## src/hw/rtl/bank_mapper_with_rtc_top_assert.svh

```systemverilog
// Assertion macros for the bank mapper.
`ifndef BANK_MAPPER_WITH_RTC_TOP_ASSERT_SVH
`define BANK_MAPPER_WITH_RTC_TOP_ASSERT_SVH

// Condition must hold at every edge out of reset.
`define BMR_ASSERT_ALWAYS(label, cond) \
	label: assert property (@(posedge clk) disable iff (!arst_n) (cond)) \
		else $error("bank mapper invariant failed");

// Consequent must hold in the cycle after the antecedent.
`define BMR_ASSERT_NEXT(label, ante, cons) \
	label: assert property (@(posedge clk) disable iff (!arst_n) (ante) |=> (cons)) \
		else $error("bank mapper sequence check failed");

`endif

```

## src/hw/rtl/bmr_pkg.sv

```systemverilog
package bmr_pkg;

	typedef enum logic [1:0] {
		FN_READ  = 2'd0,
		FN_WRITE = 2'd1,
		FN_TICK  = 2'd2,
		FN_NONE  = 2'd3
	} func_t;

	typedef enum logic [1:0] {
		TGT_NONE   = 2'd0,
		TGT_ROM_RD = 2'd1,
		TGT_RAM_RD = 2'd2,
		TGT_RAM_WR = 2'd3
	} target_t;

	// Upper three address bits
	typedef enum logic [2:0] {
		RGN_ENABLE = 3'b000,
		RGN_BANK   = 3'b001,
		RGN_SELECT = 3'b010,
		RGN_LATCH  = 3'b011,
		RGN_EXTRAM = 3'b101
	} region_t;

	localparam logic [7:0] SEL_SEC     = 8'h08;
	localparam logic [7:0] SEL_MIN     = 8'h09;
	localparam logic [7:0] SEL_HOUR    = 8'h0A;
	localparam logic [7:0] SEL_DAY_LO  = 8'h0B;
	localparam logic [7:0] SEL_DAY_HI  = 8'h0C;
	localparam logic [7:0] SEL_RAM_MAX = 8'h03;

	localparam logic [3:0] RAM_EN_KEY  = 4'hA;
	localparam logic [7:0] OPEN_BUS    = 8'hFF;

	localparam int MAPPED_W = 21;

endpackage

```

## src/hw/rtl/bank_mapper_with_rtc_top.sv

```systemverilog
// Channel | Dir | tdata (low bit up)                    | tuser
// s_*     | in  | addr[15:0], wdata[23:16]              | func[1:0]
// m_*     | out | mapped_addr[20:0], rdata[28:21],      | target[1:0]
//         |     | ram_wdata[36:29], zero pad [39:37]    |
// One item per cycle sustained while the output is not stalled; an accepted item
// passes the input register, then decode and clock carry into the result register.
// Mapper and clock state update when an item moves into the result register,
// so the following item already sees it.
// A stalled output holds its item; input stalls only when both stages are full.
// Asynchronous reset: rom_bank 1, all other state 0, both stages empty.
module bank_mapper_with_rtc_top #(
	parameter int ROM_BANK_BITS = 7,
	parameter int RAM_BANKS     = 4
) (
	input  logic        clk,
	input  logic        arst_n,
	input  logic        s_tvalid,
	output logic        s_tready,
	input  logic [23:0] s_tdata,  // addr[15:0], wdata[23:16]
	input  logic [1:0]  s_tuser,  // func[1:0]
	output logic        m_tvalid,
	input  logic        m_tready,
	output logic [39:0] m_tdata,  // mapped_addr[20:0], rdata[28:21], ram_wdata[36:29]
	output logic [1:0]  m_tuser   // target[1:0]
);

	localparam logic [15:0] Q60_MUL = 16'd137;  // floor(x/60) = (x*137)>>13 for x<256
	localparam logic [15:0] Q24_MUL = 16'd171;  // floor(x/24) = (x*171)>>12 for x<256

	// input stage
	logic              valid_s1;
	bmr_pkg::func_t    func_s1;
	logic [15:0]       addr_s1;
	logic [7:0]        wdata_s1;

	// result stage
	logic              valid_q;
	bmr_pkg::target_t  target_q;
	logic [20:0]       maddr_q;
	logic [7:0]        rdata_q;
	logic [7:0]        ramw_q;

	// mapper and clock state
	logic [6:0] rom_bank_q;
	logic [7:0] ram_select_q;
	logic       ram_enable_q;
	logic [5:0] clock_seconds_q;
	logic [5:0] clock_minutes_q;
	logic [4:0] clock_hours_q;
	logic [8:0] clock_days_q;
	logic       clock_halted_q;

	logic adv_s1;
	logic out_free;

	assign out_free = !valid_q || m_tready;
	assign adv_s1   = valid_s1 && out_free;
	assign s_tready = !valid_s1 || out_free;

	always_ff @(posedge clk or negedge arst_n) begin
		if (!arst_n) begin
			valid_s1 <= 1'b0;
		end else if (s_tready) begin
			valid_s1 <= s_tvalid;
		end
	end

	always_ff @(posedge clk) begin
		if (s_tvalid && s_tready) begin
			func_s1  <= bmr_pkg::func_t'(s_tuser);
			addr_s1  <= s_tdata[15:0];
			wdata_s1 <= s_tdata[23:16];
		end
	end

	// decode
	bmr_pkg::region_t  region;
	logic              in_ram;
	logic              ram_ok;
	logic [20:0]       extram_map_addr;
	logic [20:0]       cart_map_addr;
	logic [7:0]        clk_rd;
	bmr_pkg::target_t  target_d;
	logic [20:0]       maddr_d;
	logic [7:0]        rdata_d;
	logic [7:0]        ramw_d;

	logic [15:0] q60_prod;
	logic [15:0] q24_prod;
	logic [7:0]  q60;
	logic [7:0]  q24;
	logic [5:0]  wr_mod60;
	logic [4:0]  wr_mod24;

	assign region   = bmr_pkg::region_t'(addr_s1[15:13]);
	assign in_ram   = (addr_s1[15:13] == bmr_pkg::RGN_EXTRAM) && ram_enable_q;
	assign ram_ok   = (ram_select_q <= bmr_pkg::SEL_RAM_MAX) &&
	                  (ram_select_q < 8'(RAM_BANKS));
	assign extram_map_addr = 21'({ram_select_q[1:0], addr_s1[12:0]});
	assign cart_map_addr   = (addr_s1[14] == 1'b0) ? 21'(addr_s1[13:0]) :
	                         21'({rom_bank_q[ROM_BANK_BITS-1:0], addr_s1[13:0]});

	assign q60_prod = 16'(wdata_s1) * Q60_MUL;
	assign q24_prod = 16'(wdata_s1) * Q24_MUL;
	assign q60      = 8'(q60_prod >> 13);
	assign q24      = 8'(q24_prod >> 12);
	assign wr_mod60 = 6'(wdata_s1 - 8'(q60 * 8'd60));
	assign wr_mod24 = 5'(wdata_s1 - 8'(q24 * 8'd24));

	always_comb begin
		clk_rd = bmr_pkg::OPEN_BUS;
		case (ram_select_q)
			bmr_pkg::SEL_SEC:    clk_rd = 8'(clock_seconds_q);
			bmr_pkg::SEL_MIN:    clk_rd = 8'(clock_minutes_q);
			bmr_pkg::SEL_HOUR:   clk_rd = 8'(clock_hours_q);
			bmr_pkg::SEL_DAY_LO: clk_rd = clock_days_q[7:0];
			bmr_pkg::SEL_DAY_HI: clk_rd = {1'b0, clock_halted_q, 5'd0, clock_days_q[8]};
			default:             clk_rd = bmr_pkg::OPEN_BUS;
		endcase
	end

	always_comb begin
		target_d = bmr_pkg::TGT_NONE;
		maddr_d  = '0;
		rdata_d  = '0;
		ramw_d   = '0;
		unique case (func_s1)
			bmr_pkg::FN_READ: begin
				if (addr_s1[15] == 1'b0) begin
					target_d = bmr_pkg::TGT_ROM_RD;
					maddr_d  = cart_map_addr;
				end else if (in_ram && ram_select_q <= bmr_pkg::SEL_RAM_MAX) begin
					if (ram_ok) begin
						target_d = bmr_pkg::TGT_RAM_RD;
						maddr_d  = extram_map_addr;
					end else begin
						rdata_d = bmr_pkg::OPEN_BUS;
					end
				end else if (in_ram) begin
					rdata_d = clk_rd;
				end else begin
					rdata_d = bmr_pkg::OPEN_BUS;
				end
			end
			bmr_pkg::FN_WRITE: begin
				if (in_ram && ram_ok) begin
					target_d = bmr_pkg::TGT_RAM_WR;
					maddr_d  = extram_map_addr;
					ramw_d   = wdata_s1;
				end
			end
			bmr_pkg::FN_TICK, bmr_pkg::FN_NONE: begin
			end
			default: begin
			end
		endcase
	end

	// state update
	always_ff @(posedge clk or negedge arst_n) begin
		if (!arst_n) begin
			rom_bank_q      <= 7'd1;
			ram_select_q    <= '0;
			ram_enable_q    <= 1'b0;
			clock_seconds_q <= '0;
			clock_minutes_q <= '0;
			clock_hours_q   <= '0;
			clock_days_q    <= '0;
			clock_halted_q  <= 1'b0;
		end else if (adv_s1) begin
			if (func_s1 == bmr_pkg::FN_WRITE) begin
				case (region)
					bmr_pkg::RGN_ENABLE: ram_enable_q <= (wdata_s1[3:0] == bmr_pkg::RAM_EN_KEY);
					bmr_pkg::RGN_BANK:   rom_bank_q   <= (wdata_s1[6:0] == 7'd0) ? 7'd1 :
					                                     wdata_s1[6:0];
					bmr_pkg::RGN_SELECT: ram_select_q <= wdata_s1;
					bmr_pkg::RGN_EXTRAM: begin
						if (ram_enable_q) begin
							case (ram_select_q)
								bmr_pkg::SEL_SEC:    clock_seconds_q <= wr_mod60;
								bmr_pkg::SEL_MIN:    clock_minutes_q <= wr_mod60;
								bmr_pkg::SEL_HOUR:   clock_hours_q   <= wr_mod24;
								bmr_pkg::SEL_DAY_LO: clock_days_q[7:0] <= wdata_s1;
								bmr_pkg::SEL_DAY_HI: begin
									clock_days_q[8] <= wdata_s1[0];
									clock_halted_q  <= wdata_s1[6];
								end
								default: begin
								end
							endcase
						end
					end
					default: begin
					end
				endcase
			end else if (func_s1 == bmr_pkg::FN_TICK && !clock_halted_q) begin
				if (clock_seconds_q != 6'd59) begin
					clock_seconds_q <= clock_seconds_q + 6'd1;
				end else begin
					clock_seconds_q <= '0;
					if (clock_minutes_q != 6'd59) begin
						clock_minutes_q <= clock_minutes_q + 6'd1;
					end else begin
						clock_minutes_q <= '0;
						if (clock_hours_q != 5'd23) begin
							clock_hours_q <= clock_hours_q + 5'd1;
						end else begin
							clock_hours_q <= '0;
							clock_days_q  <= clock_days_q + 9'd1;
						end
					end
				end
			end
		end
	end

	// result register
	always_ff @(posedge clk or negedge arst_n) begin
		if (!arst_n) begin
			valid_q <= 1'b0;
		end else if (out_free) begin
			valid_q <= valid_s1;
		end
	end

	always_ff @(posedge clk) begin
		if (adv_s1) begin
			target_q <= target_d;
			maddr_q  <= maddr_d;
			rdata_q  <= rdata_d;
			ramw_q   <= ramw_d;
		end
	end

	assign m_tvalid = valid_q;
	assign m_tuser  = target_q;
	assign m_tdata  = {3'd0, ramw_q, rdata_q, maddr_q};

`include "bank_mapper_with_rtc_top_assert.svh"

	`BMR_ASSERT_ALWAYS(a_bank_nonzero, rom_bank_q != 7'd0)
	`BMR_ASSERT_ALWAYS(a_clock_range,
		clock_seconds_q < 6'd60 && clock_minutes_q < 6'd60 && clock_hours_q < 5'd24)
	`BMR_ASSERT_ALWAYS(a_ramw_only_on_write,
		!valid_q || target_q == bmr_pkg::TGT_RAM_WR || ramw_q == 8'd0)
	`BMR_ASSERT_NEXT(a_halt_freezes,
		clock_halted_q && !(adv_s1 && func_s1 == bmr_pkg::FN_WRITE),
		$stable(clock_seconds_q) && $stable(clock_days_q))

endmodule

```

## config.mk

```make
export PLATFORM = sky130hd
export DESIGN_NAME = bank_mapper_with_rtc_top
export DESIGN_NICKNAME = d
export VERILOG_FILES = /design/src/hw/rtl/bmr_pkg.sv /design/src/hw/rtl/bank_mapper_with_rtc_top.sv
export VERILOG_INCLUDE_DIRS = /design/src /design/src/hw/rtl
export SDC_FILE = /design/constraint.sdc
export NUM_CORES = 1
export LEC_CHECK = 0
export BUFFER_PORTS_ARGS = -buffer_cell sky130_fd_sc_hd__buf_4
export CAP_MARGIN = 25
export CORE_MARGIN = 4
export CORE_UTILIZATION = 30
export CTS_BUF_LIST = sky130_fd_sc_hd__clkbuf_8 sky130_fd_sc_hd__clkbuf_16
export DETAILED_ROUTE_END_ITERATION = 8
export GPL_ROUTABILITY_DRIVEN = 0
export MAX_ROUTING_LAYER = met4
export PLACE_DENSITY = 0.46
export SLEW_MARGIN = 10
export SYNTH_ARGS = -nofsm -noshare
export SYNTH_HDL_FRONTEND = slang
export SYNTH_SLANG_ARGS = --single-unit
```

## constraint.sdc

```tcl
create_clock -name clk -period 6.15 [get_ports clk]
set_clock_uncertainty 0.15 [all_clocks]
set_input_delay 0.3075 -clock clk [delete_from_list [all_inputs] [get_ports clk]]
set_output_delay 0.3075 -clock clk [all_outputs]
set_load 0.005 [all_outputs]
```

== Word-level counts from Yosys, hierarchy flattened ==
Index checks and enable logic that the tools add are counted.
Storage, ports and cells
  latch bits: 0
  output and inout bits: 44
  register bits: 110
  memory bits (writable): 0
  input bits: 30
  logic and storage cells: 127
  bits in read-only memories: 0
  memories kept: 0
Operators by class
  order comparisons: 2
  multiply operators: 4
  bitwise operators: 0
  muxes and demuxes: 46
  shift-type cells: 0
  add/subtract/negate cells: 6
  div/mod/pow operators: 0
  equality and inequality tests: 24
  reductions and logical operators: 27
Operators with widths (number)
  $mux 6: 13
  $mux 9: 7
  $mux 15: 3
  $mux 21: 2
  $pmux 21 s2: 1
  $eq 8x4->1 const B: 5
  $mux 5: 8
  $pmux 8 s5: 1
  $mul 8x8->16 const B: 2
  $mux 8: 4
  $reduce_and 8->1: 2
  $add 6x1->6 const B: 2
  $ne 6x6->1 const B: 2
  $ne 2x1->1 const B: 5
  $ne 2x2->1 const B: 5
  $reduce_and 5->1: 2
  $add 9x1->9 const B: 1
  $reduce_and 3->1: 3
  $le 8x2->1 const B: 1
  $lt 8x3->1 const B: 1
  $mux 2: 4
  $logic_and 1x1->1: 7
  $logic_not 7->1: 1
  $mux 7: 1
  22 further kinds: 26

== Longest topological paths before layout ==
  depth in word-level cells: 7
  depth in mapped cells: 19

== Worst setup path after synthesis ==
OpenSTA, ideal clock, no wires.
  kind: flip-flop to flip-flop
  start: register wdata_s1[5]
  end: register clock_minutes_q[5]
  arrival time: 4.830 ns
  clock period less this slack: 5.076 ns
  slack: 1.074 ns
  library setup time: 0.096 ns
  cell stages (with the launch flop): 20
  cell sequence: edfxtp_1 -> ha_1 -> ha_1 -> ha_1 -> ha_1 -> or4_1 -> a311oi_1 -> o31ai_1 -> nand2_1 -> a21oi_1 -> nor2_1 -> fa_1 -> ha_1 -> inv_1 -> ha_1 -> o21a_1 -> o21ai_0 -> nor3b_1 -> a41oi_1 -> o31ai_1
On the way
  longest elaborated chain between the ends: 7
Ends and longest elaborated chain
  start: declaration: line bank_mapper_with_rtc_top.sv:34  | logic [7:0] wdata_s1;
  start signal: assignment: line bank_mapper_with_rtc_top.sv:72  | wdata_s1 <= s_tdata[23:16];
  $mul 8x8->16: line bank_mapper_with_rtc_top.sv:103  | assign q60_prod = 16'(wdata_s1) * Q60_MUL;
  $mul 3x4->4: line bank_mapper_with_rtc_top.sv:107  | assign wr_mod60 = 6'(wdata_s1 - 8'(q60 * 8'd60));
  $sub 6x6->6 (*): line bank_mapper_with_rtc_top.sv:107
  $mux 6 (*): line bank_mapper_with_rtc_top.sv:179  | case (ram_select_q)
  $mux 6 (*): line bank_mapper_with_rtc_top.sv:178  | if (ram_enable_q) begin
  $mux 6 (*): line bank_mapper_with_rtc_top.sv:172  | case (region)
  $mux 6 (*): line bank_mapper_with_rtc_top.sv:171  | if (func_s1 == bmr_pkg::FN_WRITE) begin
  end signal: assignment: line bank_mapper_with_rtc_top.sv:181  | bmr_pkg::SEL_MIN: clock_minutes_q <= wr_mod60;
  end signal: assignment: line bank_mapper_with_rtc_top.sv:202  | clock_minutes_q <= clock_minutes_q + 6'd1;
  end: declaration: line bank_mapper_with_rtc_top.sv:48  | logic [5:0] clock_minutes_q;
Every way passes the cells marked *; elsewhere a longest branch is shown, timed or not. The select of a mux whose other input is x is not followed.
A chain may end at the register's enable or synchronous reset.

== Worst setup path after layout ==
  start: register wdata_s1[1]
  end: register clock_minutes_q[5]
The elaborated chain is that of the path after synthesis.

==> results.json <==
{
  "post-cts-setup-buffer-count": 0,
  "fp-row-count": 54,
  "path_buf_inv": 1,
  "synth-seq-cells": 110,
  "finalNetCount": 816,
  "cp.arrival_ns": 5.65,
  "cap_violations": 0,
  "hold_class": "primary input to flip-flop",
  "drcViolationCount": 0,
  "max_slew_margin_pct": 32.34,
  "yosys.cell_types.count": 67,
  "clkTransAtPathRegs_ns": 0.08,
  "cts_tree": "built",
  "track_usage_pct": 14.04,
  "fin_area_um2": 8051,
  "clock-sinks": 110,
  "grt_start_max_net_pins": 46,
  "postCtsResizedCells": 0,
  "fmax_ghz": 0.1805,
  "cp_top_family": "adder cells",
  "cp_common_cell": "ha_1",
  "worst_setup_path_start_kind": "flip-flop",
  "dr.pass1.iters": 4,
  "synthAdderAreaFrac_pct": 18.52,
  "power_density_nw_per_um2": 266.6,
  "final_util_pct": 37.01,
  "area_growth_pct": 21.87,
  "path_cells": "ha_1 > ha_1 > ha_1 > ha_1 > or4_1 > a311oi_1 > o31ai_1 > nand2_1 > a21oi_1 > nor2_1 > fa_1 > ha_1 > inv_1 > ha_1 > o21a_1 > o21ai_0 > nor3b_1 > a41oi_1 > o31ai_1",
  "drtIter0Drc": 360,
  "clockRootBuffer": "clkbuf_16",
  "clk_latency_ns": 0.35,
  "period_minus_slack_ns": 5.539,
  "synth.cell_area_um2": 6606,
  "die_w_um": 156.4,
  "crit_slowest_cell": "edfxtp_1",
  "synth_area_leaders": "edfxtp_1 30%, dfrtp_1 17%, ha_1 15%",
  "timing.final.ws_setup_ns": 0.6106,
  "rsz0062_at_grt": "no",
  "power_leakage_nw": 3.477,
  "cp_slowest_stage_delay_ns": 0.58,
  "synth_top_family_by_area": "adder cells",
  "vias": 4850,
  "netlist_instances": 590,
  "yosysSeqAreaShare_pct": 46.61,
  "grt_pass1_wl_um": 26230,
  "overflow": 0,
  "end_kind": "flip-flop",
  "synth_compound_area_share_pct": 12.65,
  "die_area_um2": 24460,
  "setup_viol": 0,
  "critical_path_class": "flip-flop to flip-flop",
  "portBuffers": 70,
  "required_ns": 6.26,
  "status": "finished clean",
  "async_reset_ff_share_pct": 40.91,
  "yosysWarnings": 0,
  "synth_top_area_cell": "edfxtp_1",
  "antenna_found_initial": 0,
  "cp_max_fo": 11,
  "vias_per_cell": 4.944,
  "die_h_um": 156.4,
  "muxShareOfSynthArea_pct": 2.045,
  "worst_pin_slew_ns": 1.012,
  "start_util_pct": 30.37,
  "yosys.area.top_type_share_pct": 29.55,
  "setup_tns_ns": 0,
  "routed_wirelength_um": 16730,
  "grt_pass1_vias": 4858,
  "synth_xor_area_share_pct": 1.856,
  "hpwlAfterDp_um": 12190,
  "cts_inserted_buffers": 9,
  "drive_gt1_share_pct": 18.54,
  "io_pins": 74,
  "antenna_cells": 0,
  "synth_simple_gate_area_share_pct": 13.60,
  "drtAntennaViolNets": 0,
  "instances_no_fill": 981,
  "dpl_worst_slack_ns": 0.6343,
  "placed_cells": 936,
  "dpl_cell_area_um2": 7471,
  "synth_flop_cell": "edfxtp_1",
  "finalHoldViolCount": 0,
  "clockBufferDepth": 2,
  "drv_slew": 0,
  "post_drt_wl_per_cell_um": 17.05,
  "synth_edf_count": 65,
  "min_period_over_period_pct": 90.07,
  "ir_drop_uv": 170.7,
  "htreeDepth": 3,
  "syn_avg_cell_area_um2": 11.20,
  "coreArea_um2": 21760
}
[cells in the mapped netlist (all sizes together), types with 6 or more instances]
library cell	number
a21oi	32
nand3	19
o21ai	30
fa	13
nand2b	8
o21a	8
clkbuf	7
a221oi	8
xnor2	9
mux2	12
nand2	31
nor2	29
ha	77
nor2b	7
a31oi	7
o22ai	6
and2	24
and3	6
edfxtp	65
dfrtp	44
buf	9
nor3	13
a22oi	7
inv	56
[flip-flops by register name, summed over array words and instances (netlist names)]
register	flops
addr_s1	16
clock_days_q	9
clock_halted_q	1
clock_hours_q	5
clock_minutes_q	6
clock_seconds_q	6
func_s1	2
m_tuser	2
m_tvalid	1
maddr_q	21
ram_enable_q	1
ram_select_q	8
ramw_q	8
rdata_q	8
rom_bank_q	7
valid_s1	1
wdata_s1	8
[cells by family (layout without fill, tap and decap cells)]
kind of cell	count (synthesis)	in the layout
simple gates	163	163
fa+ha+maj	90	90
flops	110	110
mux	12	12
other cells	1	3
compound gates	127	127
xor+xnor	14	14
buf+inv	73	182
[area by class of cell]
| type | instances | area, um2 |
|---|---|---|
| sequential | 110 | 3079 |
| multi-input combinational | 409 | 3227 |
| inverter | 57 | 214.0 |
| clock inverter | 7 | 70.07 |
| clock buffer | 9 | 225.2 |
| timing repair buffer | 109 | 885.9 |
| fill | 2190 | 13700 |
| tap | 280 | 350.3 |
[tightest hold or removal path: stages]
cell and delay (ns):
buf_4 0.08, nand2b_1 0.11, nand2b_1 0.06
[path summary, 6_finish.rpt]
kind	from	to	slack [ns]	cells after the start
max in group asynchronous	arst_n	rom_bank_q[2]$_DFFE_PN0P_	5.07	2
worst max register to register	wdata_s1[1]$_DFFE_PP_	clock_minutes_q[5]$_DFFE_PN0P_	0.61	19
worst min-delay path	m_tready	m_tvalid$_DFFE_PN0P_	0.09	3
min in group asynchronous	arst_n	clock_minutes_q[2]$_DFFE_PN0P_	0.35	2
worst min register to register	rom_bank_q[1]$_DFFE_PN0P_	rom_bank_q[1]$_DFFE_PN0P_	0.35	1
worst max-delay path	wdata_s1[1]$_DFFE_PP_	clock_minutes_q[5]$_DFFE_PN0P_	0.61	19
[report_power, final]
part | internal, W | switching (W) | leakage [nW]
Clock | 0.000289 | 0.000299 | 0.143
Combinational | 0.000271 | 0.000318 | 2.13
Sequential | 0.000882 | 0.0000878 | 1.20
Total | 0.00144 | 0.000705 | 3.48
[per-layer routing]
layer,vias to the layer above,GRT usage (%),part of all wire [%]
li1,2363,-,-
met1,2365,18.00,44
met2,105,23.51,50
met3,17,1.715,4.5
met4,0,3.926,1.5
met5,-,-,0
[stage by stage]
step | total power (W) | hold WS [ns]
3_5_place_dp | 0.001563 | 0.2255
2_1_floorplan | 0.001366 | -0.1381
4_1_cts | 0.002179 | 0.07557
6_report | 0.002147 | 0.08695
3_3_place_gp | 0.001545 | 0.2197
5_1_grt | 0.002299 | 0.09635
[timing repair]
item,in CTS,in global routing
setup endpoints to repair,0,0
hold endpoints to repair,71,0
hold buffers,28,0
[layout by cell type, fill, tap and decap left out, drive strengths merged, types with 4 or more instances in the layout]
cell,netlist,final
a221oi,8,8
xor2,5,5
ha,77,77
a21oi,32,32
nor2b,7,7
edfxtp,65,65
inv,56,60
dfrtp,44,44
nor2,29,29
a31oi,7,7
o211ai,4,4
dlygate4sd3,0,28
xnor2,9,9
clkbuf,7,10
nor3,13,13
nor4,4,4
and3,6,6
mux2,12,12
o22ai,6,6
nand2b,8,8
o21ai,30,30
and2,24,24
buf,9,80
o31ai,5,5
o21a,8,8
nand3,19,19
nand4,5,5
nand2,31,31
fa,13,13
a22oi,7,7
or4,4,4
(Power assumes the default switching activity.)
